===== src/spcr_pkg.sv =====
// Shared types, codes and the key position table for the swipe path reducer.
// Used by every module of the block; depends on nothing.
`timescale 1ns / 1ps

package spcr_pkg;

   // One request: a letter byte and the end-of-word mark.
   typedef struct packed {
      logic [7:0] letter_char;
      logic       word_end;
   } req_type;

   // One result handed to the downstream side.
   typedef struct packed {
      logic [3:0] key_column;
      logic [1:0] key_row;
      logic       bad_letter;
      logic       code_end;
      logic       run_last;
   } rsp_type;

   // A key position on the keyboard.
   typedef struct packed {
      logic [1:0] row;
      logic [3:0] col;
   } point_type;

   // One result slot produced by the front end (run_last is added later).
   typedef struct packed {
      logic [3:0] key_column;
      logic [1:0] key_row;
      logic       bad_letter;
      logic       code_end;
   } slot_type;

   // All results caused by one request, oldest in slot 0.
   typedef struct packed {
      logic [1:0]     count;
      slot_type [2:0] slots;
   } cmd_type;

   // Reducer modes, one-hot.
   typedef enum logic [2:0] {
      MODE_EMPTY = 3'b001,
      MODE_ONE   = 3'b010,
      MODE_LINE  = 3'b100
   } mode_type;

   localparam logic [7:0] LETTER_FIRST = 8'h61;
   localparam logic [7:0] LETTER_LAST  = 8'h7a;
   localparam int         QUEUE_DEPTH  = 4;
   localparam int         QPTR_W       = $clog2(QUEUE_DEPTH);

   // QWERTY key position of letter a..z, row in bits 5:4 and column in 3:0.
   function automatic point_type key_pos(input logic [4:0] idx);
      logic [5:0] code;
      unique case (idx)
         5'd0:  code = 6'h10;
         5'd1:  code = 6'h24;
         5'd2:  code = 6'h22;
         5'd3:  code = 6'h12;
         5'd4:  code = 6'h02;
         5'd5:  code = 6'h13;
         5'd6:  code = 6'h14;
         5'd7:  code = 6'h15;
         5'd8:  code = 6'h07;
         5'd9:  code = 6'h16;
         5'd10: code = 6'h17;
         5'd11: code = 6'h18;
         5'd12: code = 6'h26;
         5'd13: code = 6'h25;
         5'd14: code = 6'h08;
         5'd15: code = 6'h09;
         5'd16: code = 6'h00;
         5'd17: code = 6'h03;
         5'd18: code = 6'h11;
         5'd19: code = 6'h04;
         5'd20: code = 6'h06;
         5'd21: code = 6'h23;
         5'd22: code = 6'h01;
         5'd23: code = 6'h21;
         5'd24: code = 6'h05;
         5'd25: code = 6'h20;
         default: code = 6'h00;
      endcase
      return point_type'(code);
   endfunction

endpackage


===== src/spcr_front.sv =====
// Front end: accepts letters, looks up key positions and runs the reducer.
// Emits one command per request that causes results. Depends on spcr_pkg.
`timescale 1ns / 1ps

module spcr_front (
   input  logic              clock,
   input  logic              reset,
   input  logic              req_valid,
   output logic              req_stall,
   input  spcr_pkg::req_type req_data,
   input  logic              cmd_full,
   output logic              cmd_push,
   output spcr_pkg::cmd_type cmd_data
);

   spcr_pkg::mode_type  mode_ff, mode_in;
   spcr_pkg::point_type first_ff, first_in;
   spcr_pkg::point_type second_ff, second_in;

   logic                req_accept;
   logic                letter_ok;
   logic [7:0]          letter_off;
   spcr_pkg::point_type pos;
   logic                same_row;
   logic                mono;
   spcr_pkg::cmd_type   cmd;

   assign req_stall  = cmd_full;
   assign req_accept = req_valid && !cmd_full;

   // Classify the byte and look up its key.
   assign letter_ok  = (req_data.letter_char >= spcr_pkg::LETTER_FIRST) &&
                       (req_data.letter_char <= spcr_pkg::LETTER_LAST);
   assign letter_off = req_data.letter_char - spcr_pkg::LETTER_FIRST;
   assign pos        = spcr_pkg::key_pos(letter_off[4:0]);

   // Collinear test of the two held points and the new one.
   assign same_row = (first_ff.row == second_ff.row) && (second_ff.row == pos.row);
   assign mono     = ((first_ff.col <= second_ff.col) && (second_ff.col <= pos.col)) ||
                     ((first_ff.col >= second_ff.col) && (second_ff.col >= pos.col));

   // Reducer step and flush, collecting the results in order.
   always_comb begin
      logic [1:0] n;
      n         = 2'd0;
      mode_in   = mode_ff;
      first_in  = first_ff;
      second_in = second_ff;
      cmd       = '0;
      if (letter_ok) begin
         unique case (mode_ff)
            spcr_pkg::MODE_ONE: begin
               if (pos != first_ff) begin
                  second_in = pos;
                  mode_in   = spcr_pkg::MODE_LINE;
               end
            end
            spcr_pkg::MODE_LINE: begin
               if (!(same_row && mono)) begin
                  cmd.slots[n] = '{key_column: first_ff.col, key_row: first_ff.row,
                                   bad_letter: 1'b0, code_end: 1'b0};
                  n = n + 2'd1;
                  first_in = second_ff;
               end
               second_in = pos;
            end
            default: begin
               first_in = pos;
               mode_in  = spcr_pkg::MODE_ONE;
            end
         endcase
      end else begin
         cmd.slots[n] = '{key_column: 4'd0, key_row: 2'd0, bad_letter: 1'b1,
                          code_end: 1'b0};
         n = n + 2'd1;
      end
      if (req_data.word_end) begin
         unique case (mode_in)
            spcr_pkg::MODE_ONE: begin
               cmd.slots[n] = '{key_column: first_in.col, key_row: first_in.row,
                                bad_letter: 1'b0, code_end: 1'b1};
               n = n + 2'd1;
            end
            spcr_pkg::MODE_LINE: begin
               cmd.slots[n] = '{key_column: first_in.col, key_row: first_in.row,
                                bad_letter: 1'b0, code_end: 1'b0};
               n = n + 2'd1;
               cmd.slots[n] = '{key_column: second_in.col, key_row: second_in.row,
                                bad_letter: 1'b0, code_end: 1'b1};
               n = n + 2'd1;
            end
            default: begin
            end
         endcase
         mode_in = spcr_pkg::MODE_EMPTY;
      end
      cmd.count = n;
   end

   assign cmd_push = req_accept && (cmd.count != 2'd0);
   assign cmd_data = cmd;

   // Reducer state.
   always_ff @(posedge clock) begin
      if (reset) begin
         mode_ff   <= spcr_pkg::MODE_EMPTY;
         first_ff  <= '0;
         second_ff <= '0;
      end else if (req_accept) begin
         mode_ff   <= mode_in;
         first_ff  <= first_in;
         second_ff <= second_in;
      end
   end

endmodule


===== src/spcr_queue.sv =====
// Short command queue between the front end and the result serializer.
// Holds whole commands; depends on spcr_pkg.
`timescale 1ns / 1ps

module spcr_queue (
   input  logic              clock,
   input  logic              reset,
   input  logic              push,
   input  spcr_pkg::cmd_type push_data,
   output logic              full,
   input  logic              pop,
   output logic              head_valid,
   output spcr_pkg::cmd_type head_data
);

   localparam int CNT_W = spcr_pkg::QPTR_W + 1;

   spcr_pkg::cmd_type                store_ff [spcr_pkg::QUEUE_DEPTH];
   logic [spcr_pkg::QPTR_W-1:0]      wr_ptr_ff, wr_ptr_in;
   logic [spcr_pkg::QPTR_W-1:0]      rd_ptr_ff, rd_ptr_in;
   logic [CNT_W-1:0]                 count_ff, count_in;

   assign full       = (count_ff == CNT_W'(spcr_pkg::QUEUE_DEPTH));
   assign head_valid = (count_ff != '0);
   assign head_data  = store_ff[rd_ptr_ff];

   // Pointer and fill count updates.
   always_comb begin
      wr_ptr_in = push ? wr_ptr_ff + 1'b1 : wr_ptr_ff;
      rd_ptr_in = pop  ? rd_ptr_ff + 1'b1 : rd_ptr_ff;
      count_in  = count_ff + CNT_W'(push) - CNT_W'(pop);
   end

   always_ff @(posedge clock) begin
      if (reset) begin
         wr_ptr_ff <= '0;
         rd_ptr_ff <= '0;
         count_ff  <= '0;
      end else begin
         wr_ptr_ff <= wr_ptr_in;
         rd_ptr_ff <= rd_ptr_in;
         count_ff  <= count_in;
      end
   end

   // Entry storage.
   always_ff @(posedge clock) begin
      if (push) begin
         store_ff[wr_ptr_ff] <= push_data;
      end
   end

endmodule


===== src/spcr_back.sv =====
// Back end: walks the result slots of the head command, one result a cycle
// while not stalled, into a registered output. Depends on spcr_pkg.
`timescale 1ns / 1ps

module spcr_back (
   input  logic              clock,
   input  logic              reset,
   input  logic              head_valid,
   input  spcr_pkg::cmd_type head_data,
   output logic              pop,
   output logic              rsp_valid,
   input  logic              rsp_stall,
   output spcr_pkg::rsp_type rsp_data
);

   logic [1:0]         sel_ff, sel_in;
   logic               rsp_valid_ff, rsp_valid_in;
   spcr_pkg::rsp_type  rsp_data_ff, rsp_data_in;
   spcr_pkg::slot_type slot;
   logic               last_slot;
   logic               load;

   assign slot      = head_data.slots[sel_ff];
   assign last_slot = (sel_ff == head_data.count - 2'd1);
   assign load      = head_valid && (!rsp_valid_ff || !rsp_stall);
   assign pop       = load && last_slot;

   // Next output register contents and slot index.
   always_comb begin
      rsp_data_in  = '{key_column: slot.key_column, key_row: slot.key_row,
                       bad_letter: slot.bad_letter, code_end: slot.code_end,
                       run_last: last_slot};
      rsp_valid_in = load || (rsp_valid_ff && rsp_stall);
      sel_in       = sel_ff;
      if (load) begin
         sel_in = last_slot ? 2'd0 : sel_ff + 2'd1;
      end
   end

   always_ff @(posedge clock) begin
      if (reset) begin
         sel_ff       <= 2'd0;
         rsp_valid_ff <= 1'b0;
      end else begin
         sel_ff       <= sel_in;
         rsp_valid_ff <= rsp_valid_in;
      end
   end

   // Output payload holds while stalled.
   always_ff @(posedge clock) begin
      if (load) begin
         rsp_data_ff <= rsp_data_in;
      end
   end

   assign rsp_valid = rsp_valid_ff;
   assign rsp_data  = rsp_data_ff;

endmodule


===== src/swipe_path_row_collinear_reducer_top.sv =====
// Top level of the swipe path reducer: front end, command queue, back end.
// Depends on spcr_pkg, spcr_front, spcr_queue and spcr_back.
//
// Usage:
// The req channel takes one letter byte per request with word_end marking
// the last letter of a word. The rsp channel returns key positions of the
// reduced path, error results for bytes outside a..z, code_end on the last
// point of a word and run_last on the last result of each request.
// A request causes zero to three results; one with none produces no output.
// A taken request's results pass the command queue and the output register.
// Throughput: one request per cycle while the queue has room; the output
// side delivers one result per cycle unless stalled, so requests with two or
// three results drain at that rate through the four-entry command queue.
// Reset clears the reducer to its empty mode, empties the queue and drops
// the output register; there is no clearing pass.
// When the receiver stalls, the output result holds and the queue fills;
// req_stall rises only when the queue is full.
`timescale 1ns / 1ps

module swipe_path_row_collinear_reducer_top (
   input  logic              clock,
   input  logic              reset,
   input  logic              req_valid,
   output logic              req_stall,
   input  spcr_pkg::req_type req_data,
   output logic              rsp_valid,
   input  logic              rsp_stall,
   output spcr_pkg::rsp_type rsp_data
);

   logic              cmd_push;
   spcr_pkg::cmd_type cmd_data;
   logic              cmd_full;
   logic              cmd_pop;
   logic              head_valid;
   spcr_pkg::cmd_type head_data;

   // Classification and reduction.
   spcr_front u_front (
      .clock     (clock),
      .reset     (reset),
      .req_valid (req_valid),
      .req_stall (req_stall),
      .req_data  (req_data),
      .cmd_full  (cmd_full),
      .cmd_push  (cmd_push),
      .cmd_data  (cmd_data)
   );

   // Decoupling queue.
   spcr_queue u_queue (
      .clock      (clock),
      .reset      (reset),
      .push       (cmd_push),
      .push_data  (cmd_data),
      .full       (cmd_full),
      .pop        (cmd_pop),
      .head_valid (head_valid),
      .head_data  (head_data)
   );

   // Result serializer.
   spcr_back u_back (
      .clock      (clock),
      .reset      (reset),
      .head_valid (head_valid),
      .head_data  (head_data),
      .pop        (cmd_pop),
      .rsp_valid  (rsp_valid),
      .rsp_stall  (rsp_stall),
      .rsp_data   (rsp_data)
   );

endmodule


===== config.mk =====
export PLATFORM = sky130hd
export DESIGN_NAME = swipe_path_row_collinear_reducer_top
export DESIGN_NICKNAME = d
export VERILOG_FILES = /design/src/spcr_pkg.sv /design/src/spcr_front.sv /design/src/spcr_queue.sv /design/src/spcr_back.sv /design/src/swipe_path_row_collinear_reducer_top.sv
export SDC_FILE = /design/constraint.sdc
export NUM_CORES = 1
export LEC_CHECK = 0
export BUFFER_PORTS_ARGS = -buffer_cell sky130_fd_sc_hd__buf_2
export CAP_MARGIN = 15
export CORE_UTILIZATION = 63
export CTS_BUF_LIST = sky130_fd_sc_hd__clkbuf_16
export DETAILED_ROUTE_END_ITERATION = 8
export HOLD_SLACK_MARGIN = 0.12
export PLACE_DENSITY = 0.81
export REMOVE_ABC_BUFFERS = 1
export SYNTH_ARGS = -nofsm -noshare
export SYNTH_HDL_FRONTEND = slang
export SYNTH_SLANG_ARGS = --single-unit

===== constraint.sdc =====
create_clock -name clock -period 5.7 [get_ports clock]
set_clock_uncertainty 0.05 [all_clocks]
set_input_delay 0.57 -clock clock [delete_from_list [all_inputs] [get_ports clock]]
set_output_delay 0.57 -clock clock [all_outputs]
set_load 0.005 [all_outputs]

==> out/metrics.cfg <==
[final_layout]
final_common_cell=edfxtp_1
final_cell_mix=edfxtp_1, nor2_1, o21ai_0
drive_above_1_share_pct=19.0
area_delta_synth_final_pct=11.9
fill_cells=720
diodes=0
fin_nets=681

[hold_path]
worstHoldStart=rsp_stall
hold_path_end=u_back.rsp_valid$_SDFF_PP0_
hold_path_class=input pin to register
hold-path-cell-count=3

[floorplan]
start_util_pct=65.9
die_x_microns=109
dieArea_sq_um=12000
fp.dieH_microns=109
row_count=38
ios=24
core-area_sq_um=11000

[global_routing]
overflow=0
grt_antenna_before_repair=0
grt_pass1_wl_microns=28200
grt_usage_pct=32.4
grt_pass1_vias=5157
grt_start_max_net_pins=28

[synth]
syn_area_sq_um=7270
synthXorXnorAreaFrac_pct=2.13
ys_ff_latch=132
synth_compound_area_share_pct=15.2
synth_cells=625
synth_edf_count=105
synthArstFlopShare_pct=0
synth_top_family_by_area=compound AO/OA/AOI/OAI gates
avgSynthCellArea_sq_um=11.6
synth_fa_ha_area_share_pct=4.06
yosysUniqueCellTypes=84
yosysWarningCount=0
synth_ff_type=edfxtp_1
synth_mux_area_share_pct=9.39
synth_simple_gate_area_share_pct=14.1
ys_seq_area_share_pct=50.8

[outcome]
outcome=completed

[detailed_routing]
route.detailed.drc=0
drt-wirelength-per-cell_microns=23.0
postRouteAntennaNets=0
drtPass1Iterations=7
wl_microns=18300
num_vias=5486
vias_per_cell=6.87
drtIter0Drc=713

[setup_path]
timing.rr.start=u_front.first_ff[1]$_SDFFE_PP0P_
crit_path_end_kind=register
cp_max_fo=14
required_ns=5.76
r2r_cells=10
r2r-end=u_queue.store_ff[0][14]$_DFFE_PP_
cp-start-kind=input pin
critical_path_arrival_ns=5.11
reg2reg_setup_slack_ns=2.10
worstSetupPathType=input pin to register

[power]
vdd_drop_max_mv=0.344
powerDensity_nw_per_um2=382
power_uw=3110
p_leak_uw=0.00283

[sta]
hold_viol=0
finalCritPeriodShare_pct=88.5
tns_ns=0
grt_setup_unrepaired=false
worst_pin_slew_ns=0.768
setup_viol=0
fmax_mhz=198
final-max-slew-violation-count=0
fin_crit_ns=5.05
slew_headroom_pct=48.4

[clock_tree]
cts_root_buf=clkbuf_16
clkLatencyLatePin_ns=0.42
post_cts_buffers=0
clk_pin_slew_ns=0.06
cts_max_level=4
cts_buffers=17
cts_buffer_depth=2
cts.sinks=132
cts-hold-fix-buffers=0
cts_tree=done
ctsResizeCount=0

[place]
dpl.hpwl_microns=12000
gp_congestion=0.986
portBuffers=23

[run]
max_cap_violations=0

## cell usage after synthesis (3+ instances only)
| library cell | instances | area share (%) |
|---|---|---|
| nand3_1 | 10 | 0.69 |
| nor3_1 | 20 | 1.4 |
| and3_1 | 6 | 0.52 |
| mux4_2 | 24 | 7.4 |
| o2bb2ai_1 | 3 | 0.36 |
| nor4_1 | 5 | 0.43 |
| inv_1 | 31 | 1.6 |
| o31ai_1 | 5 | 0.52 |
| and4_1 | 3 | 0.36 |
| nor2b_1 | 10 | 0.86 |
| and2_1 | 7 | 0.60 |
| nor3b_1 | 5 | 0.52 |
| ha_1 | 22 | 3.8 |
| xnor2_1 | 11 | 1.3 |
| buf_6 | 3 | 0.46 |
| nand4_1 | 8 | 0.69 |
| nand2b_1 | 10 | 0.86 |
| dfxtp_1 | 27 | 7.4 |
| a31oi_1 | 9 | 0.77 |
| o221ai_1 | 4 | 0.48 |
| buf_2 | 8 | 0.55 |
| o21ai_0 | 35 | 2.4 |
| buf_1 | 5 | 0.26 |
| clkbuf_1 | 22 | 1.1 |
| nand2_1 | 33 | 1.7 |
| a221oi_1 | 3 | 0.36 |
| xor2_1 | 3 | 0.36 |
| o22ai_1 | 12 | 1.0 |
| a21oi_1 | 33 | 2.3 |
| nor2_1 | 42 | 2.2 |
| a211oi_1 | 7 | 0.72 |
| a311oi_1 | 3 | 0.36 |
| mux2i_1 | 12 | 1.7 |
| a22oi_1 | 3 | 0.31 |
| a21o_1 | 3 | 0.31 |
| edfxtp_1 | 105 | 43 |
| o211ai_1 | 8 | 0.83 |
| o21ai_1 | 3 | 0.21 |
## area by class of cell
| cell class | count | area [sq um] | share of cell area [%] |
|---|---|---|---|
| clock buffer | 17 | 425 | 5.23 |
| clock inverter | 15 | 203 | 2.49 |
| inverter | 33 | 124 | 1.52 |
| multi-input combinational | 420 | 3270 | 40.1 |
| tap | 140 | 175 | 2.15 |
| timing repair buffer | 41 | 250 | 3.08 |
| sequential | 132 | 3690 | 45.4 |
## where the power goes
part           leakage, uW  switching [uW]  internal (uW)  total, uW
combinational      0.00128             402            294        696
sequential         0.00124            70.3           1190       1260
clock             0.000308             421            735       1160
## flip-flops by register name, indices dropped and copies added, names as in the netlist, named ones only
name               flops
u_front.second_ff      6
u_queue.rd_ptr_ff      2
u_back.sel_ff          2
u_back.rsp_data        9
u_queue.store_ff      96
u_queue.wr_ptr_ff      2
u_queue.count_ff       3
u_front.first_ff       6
u_back.rsp_valid       1
u_front.mode_ff        3
## through the flow
stage          cell area (sq um)  worst slack (ns)  instances  hold slack (ns)  utilization, %
3_3_place_gp                7510             0.492        766            0.406            68.1
5_1_grt                     8140             0.389        798            0.375            73.8
4_1_cts                     8140             0.696        798            0.363            73.8
2_1_floorplan               7080             0.135        585            0.412               -
3_5_place_dp                7510             0.272        766            0.416            68.1
6_report                    8140             0.653        798            0.376            73.8
## worst max path at each step
stage / from / to / slack [ns] / cells after the start
final: req_data[1] / u_queue.store_ff[0][14]$_DFFE_PP_ / 0.65 / 19
after detailed placement: req_data[1] / u_queue.store_ff[2][14]$_DFFE_PP_ / 0.27 / 19
after global placement: req_data[1] / u_queue.count_ff[2]$_SDFF_PP0_ / 0.49 / 21
after floorplan: req_data[1] / u_queue.count_ff[2]$_SDFF_PP0_ / 0.14 / 18
after CTS: req_data[1] / u_queue.store_ff[0][14]$_DFFE_PP_ / 0.70 / 19
after global routing: req_data[1] / u_queue.store_ff[1][14]$_DFFE_PP_ / 0.39 / 19
## logic make-up (layout without fill, tap and decap cells)
logic type | after synthesis | after routing
multiplexers | 38 | 38
AO/OA/AOI/OAI | 161 | 161
XOR/XNOR | 16 | 16
AND/OR/NAND/NOR | 182 | 182
adder cells (fa/ha/maj) | 23 | 23
flip-flops | 132 | 132
buffers and inverters | 73 | 106
## worst max-delay path, cell delays in order
cell and delay [ns]:
buf_2 0.22, inv_1 0.13, ha_1 0.24, xor2_1 0.36, ha_1 0.32, or3_1 0.32, a21oi_1 0.16, a211oi_1 0.09
a22oi_4 0.30, ha_1 0.21, nor2b_1 0.04, o211ai_1 0.21, nand4_1 0.12, a41o_1 0.29, nor4b_2 0.43, nor2_2 0.15
nor2_4 0.17, nand3_4 0.12, o31ai_1 0.65
## layer usage
layer | vias up | global-route usage, % | part of all wire [%]
met4 | 0 | 9.90 | 2.2
met2 | 346 | 52.6 | 48
met5 | - | 0 | 0
met3 | 40 | 8.18 | 9.5
li1 | 2442 | - | -
met1 | 2658 | 43.1 | 40
No activity file was read; power rests on OpenSTA's default activity.
